[src/hw/rtl/tgc_pkg.sv]
// Shared types and constants for the text grid cursor engine.
`default_nettype none
package tgc_pkg;

    localparam int MAX_COLS = 128;
    localparam int MAX_ROWS = 64;
    localparam int TAB_STOP = 8;
    localparam int ADDR_W   = 13;
    localparam int CNT_W    = 14;
    localparam int DEPTH    = MAX_COLS * MAX_ROWS;

    localparam logic [7:0] RST_COLUMNS = 8'd80;
    localparam logic [6:0] RST_ROWS    = 7'd25;

    localparam logic [7:0] CH_NL    = 8'h0A;
    localparam logic [7:0] CH_CR    = 8'h0D;
    localparam logic [7:0] CH_BS    = 8'h08;
    localparam logic [7:0] CH_TAB   = 8'h09;
    localparam logic [7:0] CH_SPACE = 8'h20;

    localparam logic [2:0] OP_PUT   = 3'd0;
    localparam logic [2:0] OP_CLEAR = 3'd1;
    localparam logic [2:0] OP_PUSH  = 3'd2;
    localparam logic [2:0] OP_POP   = 3'd3;
    localparam logic [2:0] OP_READ  = 3'd4;

    localparam logic CFG_COLUMNS = 1'b0;
    localparam logic CFG_ROWS    = 1'b1;

    typedef enum logic [3:0] {
        K_NL, K_CR, K_BS, K_TAB, K_CHAR, K_CLEAR, K_PUSH, K_POP, K_READ, K_NOP
    } kind_t;

    typedef struct packed {
        kind_t      kind;
        logic [7:0] ch;
        logic [5:0] rr;
        logic [6:0] rc;
    } cmd_t;

    // Row times width, wide enough for the full grid size.
    function automatic logic [CNT_W-1:0] mul_rc(logic [6:0] a, logic [7:0] b);
        logic [14:0] p;
        p = {8'd0, a} * {7'd0, b};
        return p[CNT_W-1:0];
    endfunction

endpackage
`default_nettype wire

[src/hw/rtl/tgc_if.sv]
// Valid/ready channel interfaces for commands and results.
`default_nettype none
interface tgc_in_if;
    logic       valid;
    logic       ready;
    logic [2:0] op;
    logic [7:0] char_in;
    logic [5:0] read_row;
    logic [6:0] read_col;
    modport source (output valid, op, char_in, read_row, read_col, input ready);
    modport sink   (input valid, op, char_in, read_row, read_col, output ready);
endinterface

`default_nettype wire

[src/hw/rtl/tgc_front.sv]
// Front end: accepts command words, classifies them and queues them.
`default_nettype none
module tgc_front (
    input  wire logic          clk,
    input  wire logic          rst_n,
    tgc_in_if.sink             cmd_in,
    input  wire logic          hold,
    output tgc_pkg::cmd_t      q_cmd,
    output logic               q_valid,
    input  wire logic          q_pop
);

    tgc_pkg::cmd_t cmd_d;
    tgc_pkg::cmd_t fifo_reg [2];
    logic          wptr_reg;
    logic          rptr_reg;
    logic [1:0]    count_reg;
    logic          push;

    // Classify the incoming word.
    always_comb
    begin
        cmd_d.ch = cmd_in.char_in;
        cmd_d.rr = cmd_in.read_row;
        cmd_d.rc = cmd_in.read_col;
        case (cmd_in.op)
            tgc_pkg::OP_PUT:
            begin
                case (cmd_in.char_in)
                    tgc_pkg::CH_NL:  cmd_d.kind = tgc_pkg::K_NL;
                    tgc_pkg::CH_CR:  cmd_d.kind = tgc_pkg::K_CR;
                    tgc_pkg::CH_BS:  cmd_d.kind = tgc_pkg::K_BS;
                    tgc_pkg::CH_TAB: cmd_d.kind = tgc_pkg::K_TAB;
                    default:         cmd_d.kind = tgc_pkg::K_CHAR;
                endcase
            end
            tgc_pkg::OP_CLEAR: cmd_d.kind = tgc_pkg::K_CLEAR;
            tgc_pkg::OP_PUSH:  cmd_d.kind = tgc_pkg::K_PUSH;
            tgc_pkg::OP_POP:   cmd_d.kind = tgc_pkg::K_POP;
            tgc_pkg::OP_READ:  cmd_d.kind = tgc_pkg::K_READ;
            default:           cmd_d.kind = tgc_pkg::K_NOP;
        endcase
    end

    assign cmd_in.ready = (count_reg != 2'd2) && !hold;
    assign push         = cmd_in.valid && cmd_in.ready;
    assign q_valid      = (count_reg != 2'd0);
    assign q_cmd        = fifo_reg[rptr_reg];

    // Two-entry command queue.
    always_ff @(posedge clk)
    begin
        if (push)
        begin
            fifo_reg[wptr_reg] <= cmd_d;
        end
    end

    always_ff @(posedge clk or negedge rst_n)
    begin
        if (!rst_n)
        begin
            wptr_reg  <= 1'b0;
            rptr_reg  <= 1'b0;
            count_reg <= 2'd0;
        end
        else
        begin
            if (push)
            begin
                wptr_reg <= !wptr_reg;
            end
            if (q_pop)
            begin
                rptr_reg <= !rptr_reg;
            end
            count_reg <= count_reg + {1'b0, push} - {1'b0, q_pop};
        end
    end

endmodule
`default_nettype wire

[src/flat_wrapper.sv]
// flat-port wrapper written by rule: the top's interface ports become plain ports
module tgc_front_flat 
  (clk, rst_n, hold, q_cmd, q_valid, q_pop, cmd_in_valid, cmd_in_op, cmd_in_char_in, cmd_in_read_row, cmd_in_read_col, cmd_in_ready);
  tgc_in_if cmd_in_i ();
  input  wire logic clk;
  input  wire logic rst_n;
  input  wire logic hold;
  output tgc_pkg::cmd_t q_cmd;
  output logic q_valid;
  input  wire logic q_pop;
  input wire logic [$bits(cmd_in_i.valid)-1:0] cmd_in_valid;
  input wire logic [$bits(cmd_in_i.op)-1:0] cmd_in_op;
  input wire logic [$bits(cmd_in_i.char_in)-1:0] cmd_in_char_in;
  input wire logic [$bits(cmd_in_i.read_row)-1:0] cmd_in_read_row;
  input wire logic [$bits(cmd_in_i.read_col)-1:0] cmd_in_read_col;
  output wire logic [$bits(cmd_in_i.ready)-1:0] cmd_in_ready;
  assign cmd_in_i.valid = cmd_in_valid;
  assign cmd_in_i.op = cmd_in_op;
  assign cmd_in_i.char_in = cmd_in_char_in;
  assign cmd_in_i.read_row = cmd_in_read_row;
  assign cmd_in_i.read_col = cmd_in_read_col;
  assign cmd_in_ready = cmd_in_i.ready;
  tgc_front u_core (.clk(clk), .rst_n(rst_n), .cmd_in(cmd_in_i), .hold(hold), .q_cmd(q_cmd), .q_valid(q_valid), .q_pop(q_pop));
endmodule
[config.mk]
export PLATFORM = sky130hd
export DESIGN_NAME = tgc_front_flat
export DESIGN_NICKNAME = d
export VERILOG_FILES = /design/src/hw/rtl/tgc_pkg.sv /design/src/hw/rtl/tgc_if.sv /design/src/hw/rtl/tgc_front.sv /design/src/flat_wrapper.sv
export SDC_FILE = /design/constraint.sdc
export NUM_CORES = 1
export LEC_CHECK = 0
export BUFFER_PORTS_ARGS = -buffer_cell sky130_fd_sc_hd__buf_2
export CORE_MARGIN = 4
export CORE_UTILIZATION = 28
export CTS_CLUSTER_SIZE = 24
export DETAILED_ROUTE_END_ITERATION = 6
export GPL_TIMING_DRIVEN = 0
export MAX_ROUTING_LAYER = met4
export SETUP_SLACK_MARGIN = 0.4
export SLEW_MARGIN = 30
export SYNTH_ARGS = -nofsm -noshare
export SYNTH_HDL_FRONTEND = slang
export SYNTH_SLANG_ARGS = --single-unit
[constraint.sdc]
create_clock -name clk -period 2.21 [get_ports clk]
set_input_delay 0.442 -clock clk [delete_from_list [all_inputs] [get_ports clk]]
set_output_delay 0.442 -clock clk [all_outputs]
set_load 0.03 [all_outputs]
=== Yosys cells after proc, flatten, opt, wreduce, memory -nomap -nowiden ===
Memories as Yosys holds them, arrays and structs flattened.
Index checks and enable logic that the tools add are counted.

* Mux-type cells: 4
* Add/subtract/negate cells: 2
* Equal/unequal tests: 9
* Reductions and logical operators: 7

{| class="wikitable"
|+ Operators with widths
! cell !! number
|-
| 8-bit by 4-bit equality test with 1-bit output (second input constant) || 4
|-
| 4-bit one-hot mux with 5 select lines || 1
|-
| 3-bit one-hot mux with 4 select lines || 1
|-
| 3-bit by 2-bit equality test with 1-bit output (second input constant) || 2
|-
| 3-bit by 1-bit equality test with 1-bit output (second input constant) || 1
|-
| 3-bit equality test (second input constant) || 1
|-
| 1-bit zero test || 3
|-
| 3-bit zero test || 1
|-
| 2-bit by 1-bit adder with 2-bit output || 1
|-
| 1-bit logical AND || 2
|-
| 1-bit two-way mux || 2
|-
| 2-bit != test (second input constant) || 1
|-
| 2-bit nonzero test || 1
|-
| 2-bit by 1-bit subtractor with 2-bit output || 1
|}

* Output and inout port bits: 27
* Flip-flop bits (word level): 4
* Logic and storage cells: 26
* Memory bits (writable): 50
* Memories kept: 1
* Input port bits: 29

{| class="wikitable"
|+ Memory list
! memory !! words !! bits a word !! read ports !! clocked after Yosys merged registers in !! write ports !! line !! text
|-
| u_core.fifo_reg || 2 || 25 || 1 || 0 || 1 || tgc_front.sv:14 || <nowiki>tgc_pkg::cmd_t fifo_reg [2];</nowiki>
|}

=== Logic depth before layout (Yosys ltp) ===
* Depth after elaboration: 5
* Gate-level depth with buffers: 6

=== Worst setup path before layout ===
Ideal clock, no wire load.

* Kind: in2reg
* Start point: input hold
* End point: memory u_core.fifo_reg[1][0] in the netlist's numbering (enable)
* Stages on the path: 2
* Arrival: 1.744 ns
* Buffers on the path: 0
* Slack: 0.082 ns
* Cell sequence: a21oi_1 > and3_1

* Word-level cells in the longest chain between the ends: 5

{| class="wikitable"
|+ Ends and longest elaborated chain
! element !! line !! text
|-
| start, declared || flat_wrapper.sv:7 || <nowiki>input wire logic hold;</nowiki>
|-
| 1-bit zero test || tgc_front.sv:45 || <nowiki>assign cmd_in.ready = (count_reg != 2'd2) && !hold;</nowiki>
|-
| 1-bit logical AND || tgc_front.sv:45 ||
|-
| 1-bit logical AND || tgc_front.sv:46 || <nowiki>assign push = cmd_in.valid && cmd_in.ready;</nowiki>
|-
| 1-bit two-way mux || tgc_front.sv:53 || <nowiki>if (push)</nowiki>
|-
| 1-bit two-way mux (implied by the code) || tgc_front.sv:55 || <nowiki>fifo_reg[wptr_reg] <= cmd_d;</nowiki>
|-
| end, declared || tgc_front.sv:14 ||
|}

No other way between the ends.

==> results.toml <==
[run_status]
outcome = "finished, final reports clean"

[yosys]
syn_avg_cell_area_sq_um = 19.91
synthCells = 111
netlist_area_sq_um = 2210
ys_warn_count = 0
synth-edff-count = 50
async_reset_ff_share_pct = 7.407
ys_seq_area_share_pct = 72.48
syn_nets = 142
synthDistinctLibCells = 24
synth-seq-cells = 54
synth-main-ff-cell = "edfxtp_1"

[cts]
h-tree-depth = 2
cts_sinks = 54
clockBufferDepth = 2
clkTransAtPathRegs_ns = 0.09
tritoncts = "yes"
insertion_delay_ns = 0.30
root_buffer = "clkbuf_8"
cts_buffers = 5

[job]
cap_violations = 0

[place]
io_buffer_count = 55
place_congestion = 0.6807
hpwlAfterDp_um = 2791
place_ws_ns = 0.3783

[drt]
routed_wl_um = 4021
num_vias = 1167
postRouteAntennaNets = 0
drtIter0Drc = 21
viasPerCell = 4.153
wl_per_cell_um = 14.31
post-route-drc-count = 0
first_pass_iters = 4

[grt]
grt_pass1_vias = 1200
grt_pass1_wl_um = 6354
grt_usage_pct = 9.070
antenna_found_initial = 0
grt-ovfl-total = 0
grt_start_max_net_pins = 26

[floorplanning]
core.rowCount = 32
die_y_um = 96.84
dieArea_sq_um = 9377
start_util_pct = 28.74
fp.dieW_um = 96.84
coreArea_sq_um = 7687
ios = 56

[worst_setup_path]
cp.arrival_ns = 1.43
crit_chain = "buf_6 > buf_12 > mux2_4 > buf_6"
cpMostUsedCell = "buf_6"
end_kind = "output pin"
crit_buf_inv = 3
cpMaxStageDelayCell = "dfrtp_1"
critical_path.top_delay_family = "buffers and inverters"
crit_fanout = 10
cp-start-kind = "flip-flop"
slowest_delay_ns = 0.38
criticalPathCategory = "flip-flop to output pin"
crit_required_ns = 1.77

[sta]
setup_viol = 0
clock.fmax_mhz = 534.3
post-route-min-period_ns = 1.872
relSlewSlack_pct = 48.70
finalClockSkew_ns = 0.008646
hold_viol_final = 0
fin_ws_ns = 0.3384
finalHoldWorstSlack_ns = 0.3293
rsz0062_at_grt = "yes"
period_share_pct = 84.69
slew_viol_final = 0
final.setup.tns_ns = 0
max_slew.worst_pin.slew_ns = 0.7676

[min_path]
hold_class = "input pin to flip-flop"

[cells_and_area]
drive_gt1_share_pct = 56.42
nNetsFinal = 210
largest_reg_flops = 50
post-route-util_pct = 38.80
syn_to_final_growth_pct = 34.99
n_antenna_cell = 0
fill_cells = 726

[pwr]
p_leak_nw = 1.184
p_per_area_nw_per_um2 = 1232
peakVddDrop_uv = 610.8
-- power by group --
part           internal, W  switching (W)  total (W)
clock             0.000328       0.000288   0.000616
sequential         0.00129      0.0000585    0.00135
combinational     0.000879       0.000836    0.00171
total              0.00249        0.00118    0.00368
-- path summary, 6_finish.rpt --
check	start	end	slack [ns]	depth (start not counted)
hold reg to reg	u_core.count_reg[1]	u_core.count_reg[1]	0.53	1
hold / removal	cmd_in_read_row[1]	u_core.fifo_reg[0][8]	0.33	1
setup / recovery	u_core.rptr_reg	q_cmd[18]	0.34	4
min in group asynchronous	rst_n	u_core.rptr_reg	0.47	2
setup reg to reg	u_core.count_reg[1]	u_core.fifo_reg[0][6]	0.53	3
max in group asynchronous	rst_n	u_core.count_reg[0]	1.62	2
-- per-stage QoR --
step                      instance area (sq um)  total power [W]  cells
after floorplan                            2217         0.002378    111
after global placement                     2620         0.002684    268
after detailed placement                   2625         0.002706    268
after CTS                                  2952         0.003689    281
after global routing                       2983         0.003850    281
final                                      2983         0.003675    281
-- cells in the mapped netlist (all sizes together) (2+ instances only) --
master / instances / share of area (%)
nand2b: 3 / 0.85
o21ai: 2 / 0.45
mux2: 25 / 16
inv: 5 / 0.85
nor2: 2 / 0.34
buf: 3 / 2.3
dfrtp: 4 / 4.5
xnor2: 3 / 1.2
edfxtp: 50 / 68
a21oi: 2 / 0.45
ha: 2 / 1.1
-- cell type report --
class	count	area, sq um	area share, %
Buffer	4	55.05	1.846
Clock buffer	5	68.82	2.307
Clock inverter	2	33.78	1.133
Inverter	5	18.77	0.6292
Multi-Input combinational cell	48	561.8	18.83
Sequential cell	54	1602	53.69
Tap cell	102	127.6	4.279
Timing Repair Buffer	61	515.5	17.28
-- layer usage --
layer | share of wire [%] | up-vias | track usage [%]
li1 | - | 555 | -
met1 | 45 | 563 | 10.94
met2 | 48 | 43 | 13.96
met3 | 5.6 | 6 | 3.389
met4 | 1.5 | 0 | 3.240
met5 | 0 | - | -
-- what timing repair did --
action                                 CTS  global route
resized for setup                       47            11
setup endpoints to repair               20            25
pin swaps                                0             0
endpoints found under the hold margin    4             0
cloned                                   1             0
buffers inserted                         4             0
hold buffers                             1             0
-- placed cells by master (no fill, tap or decap) --
cell | Yosys | layout
and3_2 | 0 | 1
clkbuf_8 | 0 | 5
mux2_4 | 19 | 23
mux2_2 | 6 | 2
o21ai_0 | 1 | 1
a31oi_1 | 1 | 1
nor2_4 | 0 | 1
a21oi_2 | 0 | 1
o41ai_2 | 1 | 1
o211ai_2 | 1 | 1
nand2_1 | 1 | 1
inv_1 | 5 | 5
a21oi_1 | 2 | 1
nand3_1 | 1 | 1
clkinv_1 | 0 | 1
bufinv_16 | 0 | 1
dlygate4sd3_1 | 0 | 1
buf_4 | 0 | 2
buf_12 | 2 | 3
clkbuf_1 | 1 | 1
buf_6 | 1 | 27
ha_1 | 2 | 2
nand2b_1 | 3 | 3
xor2_1 | 1 | 1
xnor2_1 | 3 | 3
dfrtp_1 | 4 | 4
o21ai_1 | 1 | 1
buf_2 | 0 | 30
buf_16 | 0 | 1
nor2_1 | 2 | 1
nor4b_2 | 1 | 1
nor3_2 | 1 | 1
edfxtp_1 | 50 | 50
-- cell families after synthesis --
family / count (synthesis) / share of synthesized area (%)
XOR/XNOR: 4 / 1.586
buffers and inverters: 9 / 3.341
flip-flops: 54 / 72.48
AO/OA/AOI/OAI: 7 / 2.491
multiplexers: 25 / 15.97
AND/OR/NAND/NOR: 10 / 3.001
adder cells (fa/ha/maj): 2 / 1.132
Note: power is estimated with default switching activity, not from simulation.
